[config.mk]
export PLATFORM = sky130hd
export DESIGN_NAME = tdc_hit_word_decoder
export DESIGN_NICKNAME = d
export VERILOG_FILES = /design/src/rtl/core/tdc_hwd_pkg.sv /design/src/rtl/core/tdc_hwd_front.sv /design/src/rtl/core/tdc_hwd_back.sv /design/src/rtl/core/tdc_hit_word_decoder.sv
export SDC_FILE = /design/constraint.sdc
export NUM_CORES = 1
export LEC_CHECK = 0
export BUFFER_PORTS_ARGS = -buffer_cell sky130_fd_sc_hd__buf_2
export CAP_MARGIN = 20
export CORE_MARGIN = 5
export CORE_UTILIZATION = 49
export CTS_CLUSTER_DIAMETER = 100
export CTS_CLUSTER_SIZE = 12
export DETAILED_ROUTE_END_ITERATION = 12
export PLACE_DENSITY = 0.81
export SETUP_SLACK_MARGIN = 0.5
export SYNTH_ARGS = -nofsm -noshare
export SYNTH_HDL_FRONTEND = slang
export SYNTH_SLANG_ARGS = --single-unit
export TNS_END_PERCENT = 5
[constraint.sdc]
create_clock -name clk_i -period 7.43 [get_ports clk_i]
set_clock_uncertainty 0.15 [all_clocks]
set_input_delay 1.8575 -clock clk_i [delete_from_list [all_inputs] [get_ports clk_i]]
set_output_delay 1.8575 -clock clk_i [all_outputs]
set_load 0.01 [all_outputs]
[src/rtl/core/tdc_hwd_pkg.sv]
`timescale 1ns / 1ps
// ----------------------------------------------------------------------------
// TDC hit word decoder package
// Shared constants, codes and record types of the decoder.
// ----------------------------------------------------------------------------
package tdc_hwd_pkg;

  // Channels with hit slots and slots per channel and group.
  localparam int unsigned CHANNELS = 8;
  localparam int unsigned HITS     = 10;

  // Field widths.
  localparam int unsigned WORD_W    = 32;
  localparam int unsigned CHAN_W    = 6;
  localparam int unsigned SLOT_W    = 4;
  localparam int unsigned VALUE_W   = 24;
  localparam int unsigned PART_W    = 24;
  localparam int unsigned STAMP_W   = 2 * PART_W;
  localparam int unsigned ABS_W     = 64;
  localparam int unsigned CNT_W     = $clog2(HITS + 1);
  localparam int unsigned CH_IDX_W  = (CHANNELS > 1) ? $clog2(CHANNELS) : 1;

  // Depth of the queue between the parts and of the result queue; a power of two so the pointers wrap.
  localparam int unsigned QDEPTH  = 2;
  localparam int unsigned QPTR_W  = $clog2(QDEPTH);
  localparam int unsigned QCNT_W  = $clog2(QDEPTH + 1);

  // Word decode constants.
  localparam logic [WORD_W-1:0] TYPE_MASK     = 32'hC000_0000;
  localparam logic [WORD_W-1:0] TYPE_LOW_HIT  = 32'h4000_0000;
  localparam logic [7:0]        ROLLOVER_TAG  = 8'h10;
  localparam logic [3:0]        GROUP_TAG     = 4'h0;

  typedef logic [CNT_W-1:0]    cnt_t;
  typedef logic [QPTR_W-1:0]   qptr_t;
  typedef logic [QCNT_W-1:0]   qcnt_t;
  typedef logic [CH_IDX_W-1:0] ch_idx_t;

  typedef enum logic [2:0] {
    KIND_HIT_STORED  = 3'd0,
    KIND_HIT_DROPPED = 3'd1,
    KIND_CHAN_RANGE  = 3'd2,
    KIND_ROLLOVER    = 3'd3,
    KIND_GROUP       = 3'd4,
    KIND_IGNORED     = 3'd5
  } word_kind_e;

  typedef enum logic [2:0] {
    CLS_HIT    = 3'd0,
    CLS_RANGE  = 3'd1,
    CLS_ROLL   = 3'd2,
    CLS_GROUP  = 3'd3,
    CLS_IGNORE = 3'd4
  } cmd_class_e;

  // Classified word, front to back.
  typedef struct packed {
    cmd_class_e          cls;
    logic [CHAN_W-1:0]   channel;
    logic [VALUE_W-1:0]  data;
    logic                last;
    logic                restart;
  } cmd_t;

  // Result record held in the output queue.
  typedef struct packed {
    word_kind_e          kind;
    logic [CHAN_W-1:0]   channel;
    logic [SLOT_W-1:0]   slot;
    logic [VALUE_W-1:0]  value;
    logic                done;
    logic                ok;
    logic [ABS_W-1:0]    timestamp;
  } result_t;

endpackage

[src/rtl/core/tdc_hwd_front.sv]
`timescale 1ns / 1ps
// ----------------------------------------------------------------------------
// TDC hit word decoder front
// Classifies incoming words and queues them for the back part.
// ----------------------------------------------------------------------------
module tdc_hwd_front (
  input  logic                                      clk_i,
  input  logic                                      rst_ni,
  input  logic                                      push,
  output logic                                      full,
  input  logic [tdc_hwd_pkg::WORD_W-1:0]            data_word_i,
  input  logic                                      last_word_i,
  input  logic                                      restart_i,
  output logic                                      cmd_valid_o,
  input  logic                                      cmd_pop_i,
  output tdc_hwd_pkg::cmd_t                         cmd_o
);

  tdc_hwd_pkg::cmd_t  cmd_mem_q [tdc_hwd_pkg::QDEPTH];
  tdc_hwd_pkg::cmd_t  cmd_new;
  tdc_hwd_pkg::qptr_t wr_ptr_q, rd_ptr_q;
  tdc_hwd_pkg::qcnt_t cnt_q;
  logic               wr_en, rd_en;

  // Classify the word.
  always_comb begin
    cmd_new.channel = data_word_i[tdc_hwd_pkg::VALUE_W +: tdc_hwd_pkg::CHAN_W];
    cmd_new.data    = data_word_i[tdc_hwd_pkg::VALUE_W-1:0];
    cmd_new.last    = last_word_i;
    cmd_new.restart = restart_i;
    if ((data_word_i & tdc_hwd_pkg::TYPE_MASK) > tdc_hwd_pkg::TYPE_LOW_HIT) begin
      if (int'(cmd_new.channel) < int'(tdc_hwd_pkg::CHANNELS)) begin
        cmd_new.cls = tdc_hwd_pkg::CLS_HIT;
      end else begin
        cmd_new.cls = tdc_hwd_pkg::CLS_RANGE;
      end
    end else if (data_word_i[31:24] == tdc_hwd_pkg::ROLLOVER_TAG) begin
      cmd_new.cls = tdc_hwd_pkg::CLS_ROLL;
    end else if (data_word_i[31:28] == tdc_hwd_pkg::GROUP_TAG) begin
      cmd_new.cls = tdc_hwd_pkg::CLS_GROUP;
    end else begin
      cmd_new.cls = tdc_hwd_pkg::CLS_IGNORE;
    end
  end

  assign full        = (cnt_q == tdc_hwd_pkg::qcnt_t'(tdc_hwd_pkg::QDEPTH));
  assign cmd_valid_o = (cnt_q != '0);
  assign cmd_o       = cmd_mem_q[rd_ptr_q];
  assign wr_en       = push && !full;
  assign rd_en       = cmd_pop_i && cmd_valid_o;

  always_ff @(posedge clk_i or negedge rst_ni) begin
    if (!rst_ni) begin
      wr_ptr_q <= '0;
      rd_ptr_q <= '0;
      cnt_q    <= '0;
    end else begin
      if (wr_en) begin
        wr_ptr_q <= wr_ptr_q + tdc_hwd_pkg::qptr_t'(1);
      end
      if (rd_en) begin
        rd_ptr_q <= rd_ptr_q + tdc_hwd_pkg::qptr_t'(1);
      end
      if (wr_en && !rd_en) begin
        cnt_q <= cnt_q + tdc_hwd_pkg::qcnt_t'(1);
      end else if (rd_en && !wr_en) begin
        cnt_q <= cnt_q - tdc_hwd_pkg::qcnt_t'(1);
      end
    end
  end

  // Queue storage carries no reset.
  always_ff @(posedge clk_i) begin
    if (wr_en) begin
      cmd_mem_q[wr_ptr_q] <= cmd_new;
    end
  end

endmodule

[src/rtl/core/tdc_hwd_back.sv]
`timescale 1ns / 1ps
// ----------------------------------------------------------------------------
// TDC hit word decoder back
// Applies classified words to slot counters and stamps, queues the results.
// ----------------------------------------------------------------------------
module tdc_hwd_back (
  input  logic                  clk_i,
  input  logic                  rst_ni,
  input  logic                  cmd_valid_i,
  output logic                  cmd_pop_o,
  input  tdc_hwd_pkg::cmd_t     cmd_i,
  output logic                  empty,
  input  logic                  pop,
  output tdc_hwd_pkg::result_t  res_o
);

  // Per-group and stamp state.
  tdc_hwd_pkg::cnt_t                    cnt_q [tdc_hwd_pkg::CHANNELS];
  logic                                 start_q;
  logic                                 any_q;
  logic [tdc_hwd_pkg::PART_W-1:0]       roll_q, grp_q;
  logic [tdc_hwd_pkg::STAMP_W-1:0]      prev_q;
  logic [tdc_hwd_pkg::ABS_W-1:0]        abs_q;

  // Result queue.
  tdc_hwd_pkg::result_t res_mem_q [tdc_hwd_pkg::QDEPTH];
  tdc_hwd_pkg::qptr_t   wr_ptr_q, rd_ptr_q;
  tdc_hwd_pkg::qcnt_t   res_cnt_q;
  logic                 res_full, fire, rd_en;

  tdc_hwd_pkg::ch_idx_t                 idx;
  tdc_hwd_pkg::cnt_t                    cnt_rd;
  logic                                 store;
  logic [tdc_hwd_pkg::PART_W-1:0]       roll_new, grp_new;
  logic [tdc_hwd_pkg::STAMP_W-1:0]      prev_cur, stamp, delta;
  logic [tdc_hwd_pkg::ABS_W-1:0]        abs_cur, abs_new;
  logic                                 any_new;
  tdc_hwd_pkg::result_t                 res_new;

  assign res_full  = (res_cnt_q == tdc_hwd_pkg::qcnt_t'(tdc_hwd_pkg::QDEPTH));
  assign fire      = cmd_valid_i && !res_full;
  assign cmd_pop_o = fire;
  assign empty     = (res_cnt_q == '0);
  assign rd_en     = pop && !empty;
  assign res_o     = res_mem_q[rd_ptr_q];

  assign idx    = cmd_i.channel[tdc_hwd_pkg::CH_IDX_W-1:0];
  // A group start reads every counter as zero.
  assign cnt_rd = start_q ? '0 : cnt_q[idx];
  assign store  = (cmd_i.cls == tdc_hwd_pkg::CLS_HIT)
               && (cnt_rd < tdc_hwd_pkg::cnt_t'(tdc_hwd_pkg::HITS));

  always_comb begin
    roll_new = cmd_i.restart ? '0 : roll_q;
    grp_new  = cmd_i.restart ? '0 : grp_q;
    prev_cur = cmd_i.restart ? '0 : prev_q;
    abs_cur  = cmd_i.restart ? '0 : abs_q;
    if (cmd_i.cls == tdc_hwd_pkg::CLS_ROLL) begin
      roll_new = cmd_i.data;
    end
    if (cmd_i.cls == tdc_hwd_pkg::CLS_GROUP) begin
      grp_new = cmd_i.data;
    end
    stamp   = {roll_new, grp_new};
    // A backward step gains 2^48 through the modulo-2^48 difference.
    delta   = stamp - prev_cur;
    abs_new = abs_cur + {{(tdc_hwd_pkg::ABS_W - tdc_hwd_pkg::STAMP_W){1'b0}}, delta};
    any_new = (!start_q && any_q) || store;
  end

  always_comb begin
    res_new.channel   = '0;
    res_new.slot      = '0;
    res_new.value     = '0;
    res_new.done      = cmd_i.last;
    res_new.ok        = cmd_i.last && any_new;
    res_new.timestamp = cmd_i.last ? abs_new : '0;
    case (cmd_i.cls)
      tdc_hwd_pkg::CLS_HIT: begin
        res_new.channel = cmd_i.channel;
        res_new.value   = cmd_i.data;
        if (store) begin
          res_new.kind = tdc_hwd_pkg::KIND_HIT_STORED;
          res_new.slot = tdc_hwd_pkg::SLOT_W'(cnt_rd);
        end else begin
          res_new.kind = tdc_hwd_pkg::KIND_HIT_DROPPED;
        end
      end
      tdc_hwd_pkg::CLS_RANGE: begin
        res_new.kind    = tdc_hwd_pkg::KIND_CHAN_RANGE;
        res_new.channel = cmd_i.channel;
        res_new.value   = cmd_i.data;
      end
      tdc_hwd_pkg::CLS_ROLL:  res_new.kind = tdc_hwd_pkg::KIND_ROLLOVER;
      tdc_hwd_pkg::CLS_GROUP: res_new.kind = tdc_hwd_pkg::KIND_GROUP;
      default:                res_new.kind = tdc_hwd_pkg::KIND_IGNORED;
    endcase
  end

  always_ff @(posedge clk_i or negedge rst_ni) begin
    if (!rst_ni) begin
      for (int i = 0; i < int'(tdc_hwd_pkg::CHANNELS); i++) begin
        cnt_q[i] <= '0;
      end
      start_q   <= 1'b1;
      any_q     <= 1'b0;
      roll_q    <= '0;
      grp_q     <= '0;
      prev_q    <= '0;
      abs_q     <= '0;
      wr_ptr_q  <= '0;
      rd_ptr_q  <= '0;
      res_cnt_q <= '0;
    end else begin
      if (fire) begin
        for (int i = 0; i < int'(tdc_hwd_pkg::CHANNELS); i++) begin
          if (store && (idx == tdc_hwd_pkg::ch_idx_t'(i))) begin
            cnt_q[i] <= cnt_rd + tdc_hwd_pkg::cnt_t'(1);
          end else if (start_q) begin
            // Clear the counters on the first word of a group.
            cnt_q[i] <= '0;
          end
        end
        any_q   <= any_new;
        start_q <= cmd_i.last;
        roll_q  <= roll_new;
        grp_q   <= grp_new;
        if (cmd_i.last) begin
          prev_q <= stamp;
          abs_q  <= abs_new;
        end else begin
          prev_q <= prev_cur;
          abs_q  <= abs_cur;
        end
        wr_ptr_q <= wr_ptr_q + tdc_hwd_pkg::qptr_t'(1);
      end
      if (rd_en) begin
        rd_ptr_q <= rd_ptr_q + tdc_hwd_pkg::qptr_t'(1);
      end
      if (fire && !rd_en) begin
        res_cnt_q <= res_cnt_q + tdc_hwd_pkg::qcnt_t'(1);
      end else if (rd_en && !fire) begin
        res_cnt_q <= res_cnt_q - tdc_hwd_pkg::qcnt_t'(1);
      end
    end
  end

  always_ff @(posedge clk_i) begin
    if (fire) begin
      res_mem_q[wr_ptr_q] <= res_new;
    end
  end

endmodule

[src/rtl/core/tdc_hit_word_decoder.sv]
`timescale 1ns / 1ps
// ----------------------------------------------------------------------------
// TDC hit word decoder
// Decodes converter words into hit, rollover and group records with stamps.
// ----------------------------------------------------------------------------
// Push one 32-bit converter word per transfer and pop exactly one result per
// word, in order. The decoder sustains one word per clock while results are
// popped: a front part classifies each word on entry into a two-entry queue,
// and a back part updates the per-channel slot counters and the 64-bit
// absolute stamp for each word, writing into a two-entry result queue. A
// word waits in the front queue and its result in the result queue before
// it shows on the output ports; a full result queue holds words back in the
// front queue. Either side may stall freely; full rises only when both
// queues have backed up. The absolute stamp update is one 48-bit subtract
// followed by a 64-bit add, which sets the critical path of the back part.
// ----------------------------------------------------------------------------
module tdc_hit_word_decoder (
  input  logic                                   clk_i,
  input  logic                                   rst_ni,
  // Word input, queue style
  input  logic                                   push,
  output logic                                   full,
  input  logic [tdc_hwd_pkg::WORD_W-1:0]         data_word_i,
  input  logic                                   last_word_i,
  input  logic                                   restart_i,
  // Result output, queue style
  output logic                                   empty,
  input  logic                                   pop,
  output logic [2:0]                             word_kind_o,
  output logic [tdc_hwd_pkg::CHAN_W-1:0]         channel_o,
  output logic [tdc_hwd_pkg::SLOT_W-1:0]         hit_slot_o,
  output logic signed [tdc_hwd_pkg::VALUE_W-1:0] hit_value_o,
  output logic                                   group_done_o,
  output logic                                   group_ok_o,
  output logic [tdc_hwd_pkg::ABS_W-1:0]          timestamp_o
);

  logic                 cmd_valid;
  logic                 cmd_pop;
  tdc_hwd_pkg::cmd_t    cmd;
  tdc_hwd_pkg::result_t res;

  // Classify and hold incoming words.
  tdc_hwd_front u_front (
    .clk_i       (clk_i),
    .rst_ni      (rst_ni),
    .push        (push),
    .full        (full),
    .data_word_i (data_word_i),
    .last_word_i (last_word_i),
    .restart_i   (restart_i),
    .cmd_valid_o (cmd_valid),
    .cmd_pop_i   (cmd_pop),
    .cmd_o       (cmd)
  );

  // Advance counters and stamps, queue one result per word.
  tdc_hwd_back u_back (
    .clk_i       (clk_i),
    .rst_ni      (rst_ni),
    .cmd_valid_i (cmd_valid),
    .cmd_pop_o   (cmd_pop),
    .cmd_i       (cmd),
    .empty       (empty),
    .pop         (pop),
    .res_o       (res)
  );

  assign word_kind_o  = res.kind;
  assign channel_o    = res.channel;
  assign hit_slot_o   = res.slot;
  assign hit_value_o  = res.value;
  assign group_done_o = res.done;
  assign group_ok_o   = res.ok;
  assign timestamp_o  = res.timestamp;

endmodule

==> results.sh <==
export IMPL_grt_max_degree=167
export IMPL_worstSetupPathType="reg -> reg"
export IMPL_avgSynthCellArea_um2=10.69
export IMPL_cp_max_fo=8
export IMPL_worst_slew_pin_slew_ns=1.100
export IMPL_grt_pass1_wl_um=107100
export IMPL_die_h_um=239.0
export IMPL_cp_start_kind="flip-flop"
export IMPL_ios=143
export IMPL_vias=19980
export IMPL_nets=2716
export IMPL_synth_warnings=0
export IMPL_netlist_area_leader_share_pct=32.27
export IMPL_cts_tree="done"
export IMPL_cts_buffers=45
export IMPL_drive_gt1_share_pct=19.66
export IMPL_cts_clk_slew_worst_paths_ns=0.06
export IMPL_relSlewSlack_pct=26.52
export IMPL_synth_area_um2=25690
export IMPL_routabilityCongestion=0.9260
export IMPL_clk_latency_ns=0.61
export IMPL_track_usage_pct=23.17
export IMPL_rsz0062_at_grt="yes"
export IMPL_setup_tns_ns=0
export IMPL_wl_per_cell_um=21.06
export IMPL_drcViolationCount=0
export IMPL_crit_required_ns=7.82
export IMPL_h_tree_depth=2
export IMPL_antenna_found_initial=1
export IMPL_hpwl_um=46960
export IMPL_initial_core_util_pct=49.17
export IMPL_first_iter_violations=2183
export IMPL_max_stage_delay_ns=0.52
export IMPL_synth_main_ff_cell="edfxtp_1"
export IMPL_area_growth_pct=15.33
export IMPL_synth_fp_nets=2538
export IMPL_path_buf_inv=2
export IMPL_synth_cell_types=84
export IMPL_hold_viol=0
export IMPL_clock_sinks=478
export IMPL_synthCells=2402
export IMPL_r2r_setup_slack_ns=0.61
export IMPL_hold_ws_ns=0.3267
export IMPL_ant_nets=0
export IMPL_wirelength_um=69580
export IMPL_die_area_um2=57100
export IMPL_grt_pass1_vias=19510
export IMPL_synth_most_common_cell="nand2_1"
export IMPL_vias_per_cell=6.047
export IMPL_period_minus_slack_ns=6.817
export IMPL_root_buffer="clkbuf_16"
export IMPL_core_area_um2=52240
export IMPL_post_route_period_util_pct=91.75
export IMPL_outcome="complete, no violations"
export IMPL_yosys_area_top_type="edfxtp_1"
export IMPL_synth_edf_count=276
export IMPL_max_freq_mhz=146.7
export IMPL_yosys_register_bits=478
export IMPL_firstDrtPassIters=9
export IMPL_slew_viol_final=0
export IMPL_critPathSlowestCell="or4_1"
export IMPL_placementRows=84
export IMPL_arrival_ns=7.21
export IMPL_port_buffers=142
export IMPL_cts_max_path_buffers=3
export IMPL_setup_viol=0
export IMPL_yosys_top_cells_count="352 x nand2_1, 276 x edfxtp_1, 201 x dfrtp_1, 156 x nor2_1, 136 x o21ai_0"
export IMPL_crit_path_end_kind="flip-flop"
export IMPL_holdCritPathClass="reg -> reg"
export IMPL_ys_async_sr_fraction_pct=42.26
export IMPL_yosys_top_cells_area="edfxtp_1 32%, dfrtp_1 20%, nand2_1 5.1%"
export IMPL_synth_seq_area_share_pct=51.95
export IMPL_gr_total_overflow=0
export IMPL_fill_cells=4245
export IMPL_die_w_um=239.0
export IMPL_cap_viol_max_count=0
export IMPL_cp_top_family="compound AO/OA/AOI/OAI gates"
registers in the layout (all words and copies together) (netlist names):
signal             cells
u_back.roll_q         24
u_front.cnt_q          2
u_back.res_cnt_q       2
u_back.start_q         1
u_back.grp_q          24
u_back.any_q           1
u_back.abs_q          64
u_back.wr_ptr_q        1
u_back.rd_ptr_q        1
u_front.rd_ptr_q       1
u_front.wr_ptr_q       1
u_front.cmd_mem_q     70
u_back.cnt_q          32
u_back.res_mem_q     206
u_back.prev_q         48
metal layers:
metal	vias to the layer above	GRT usage (%)	wire, um
met5	-	0	0
met4	0	6.813	1711
met3	114	2.930	5174
met2	907	37.00	32630
met1	9821	33.56	30070
li1	9138	-	-
per-stage QoR:
step | utilization (%) | area [um^2] | cells | setup WS (ns)
after global placement | 52.56 | 27450 | 3181 | 0.1771
after global routing | 56.71 | 29620 | 3303 | 0.3879
after CTS | 55.28 | 28870 | 3267 | 0.4760
after detailed placement | 52.56 | 27450 | 3181 | 0.05594
final | 56.71 | 29620 | 3304 | 0.6127
after floorplan | - | 25690 | 2402 | 0.5495
kinds of logic after synthesis:
| group | synth area share [%] |
|---|---|
| AO/OA/AOI/OAI | 15.14 |
| XOR/XNOR | 3.580 |
| adder cells (fa/ha/maj) | 4.832 |
| buffers and inverters | 2.552 |
| flip-flops | 51.95 |
| multiplexers | 7.906 |
| AND/OR/NAND/NOR | 14.04 |
placed cells by master (no fill, tap or decap), types with 17 or more instances in the layout:
master and count:
nand4_1 19, a22o_1 72, buf_2 141, o21a_1 17, xor2_1 42, clkbuf_1 33
a21o_1 74, ha_1 86, xnor2_1 57, mux2i_1 72, o21bai_1 25, edfxtp_1 276
dfrtp_1 199, clkbuf_16 47, and3_1 17, a21oi_1 99, mux2_2 107, nor2_1 152
buf_4 103, o211ai_1 19, nand3_1 91, and2_1 70, nand2_1 351, o21ai_0 125
inv_1 37
cell type report:
cell class                 instances  area [um^2]  share of cell area (%)
sequential                       478        13350                   45.06
timing repair buffer             260         1737                   5.862
antenna                            1        2.502                0.008447
clock buffer                      79         1264                   4.266
multi-input combinational       1756        12200                   41.17
tap                              688        860.8                   2.906
clock inverter                     3        68.82                  0.2323
inverter                          39        146.4                  0.4942
path summary, 6_finish.rpt:
check | to | depth (start not counted) | from
min in group asynchronous | u_back.cnt_q[1]$_DFFE_PN0P_ | 1 | rst_ni
hold / removal | u_back.roll_q[8]$_DFFE_PN0P_ | 2 | u_back.roll_q[8]$_DFFE_PN0P_
hold reg to reg | u_back.roll_q[8]$_DFFE_PN0P_ | 2 | u_back.roll_q[8]$_DFFE_PN0P_
setup reg to reg | u_back.abs_q[57]$_DFFE_PN0P_ | 27 | u_front.cmd_mem_q[1][32]$_DFFE_PP_
setup / recovery | u_back.abs_q[57]$_DFFE_PN0P_ | 27 | u_front.cmd_mem_q[1][32]$_DFFE_PP_
max in group asynchronous | u_back.prev_q[32]$_DFFE_PN0P_ | 2 | rst_ni
repair_timing:
item                                    4_1_cts  5_1_grt
endpoints found under the setup margin       64       76
setup buffers                                 3       33
cloned                                        1        2
gates resized for setup                      14       94
hold buffers                                  0        0
pin swaps                                     2       28
worst min-delay path, cell delays in order, from the launching register on:
cell and delay [ns]:
dfrtp_1 0.34, nand2_1 0.05, nand2_1 0.06
Power is not shown: default switching activity piles up to over one toggle a cycle in this logic, so the estimate is an artifact.
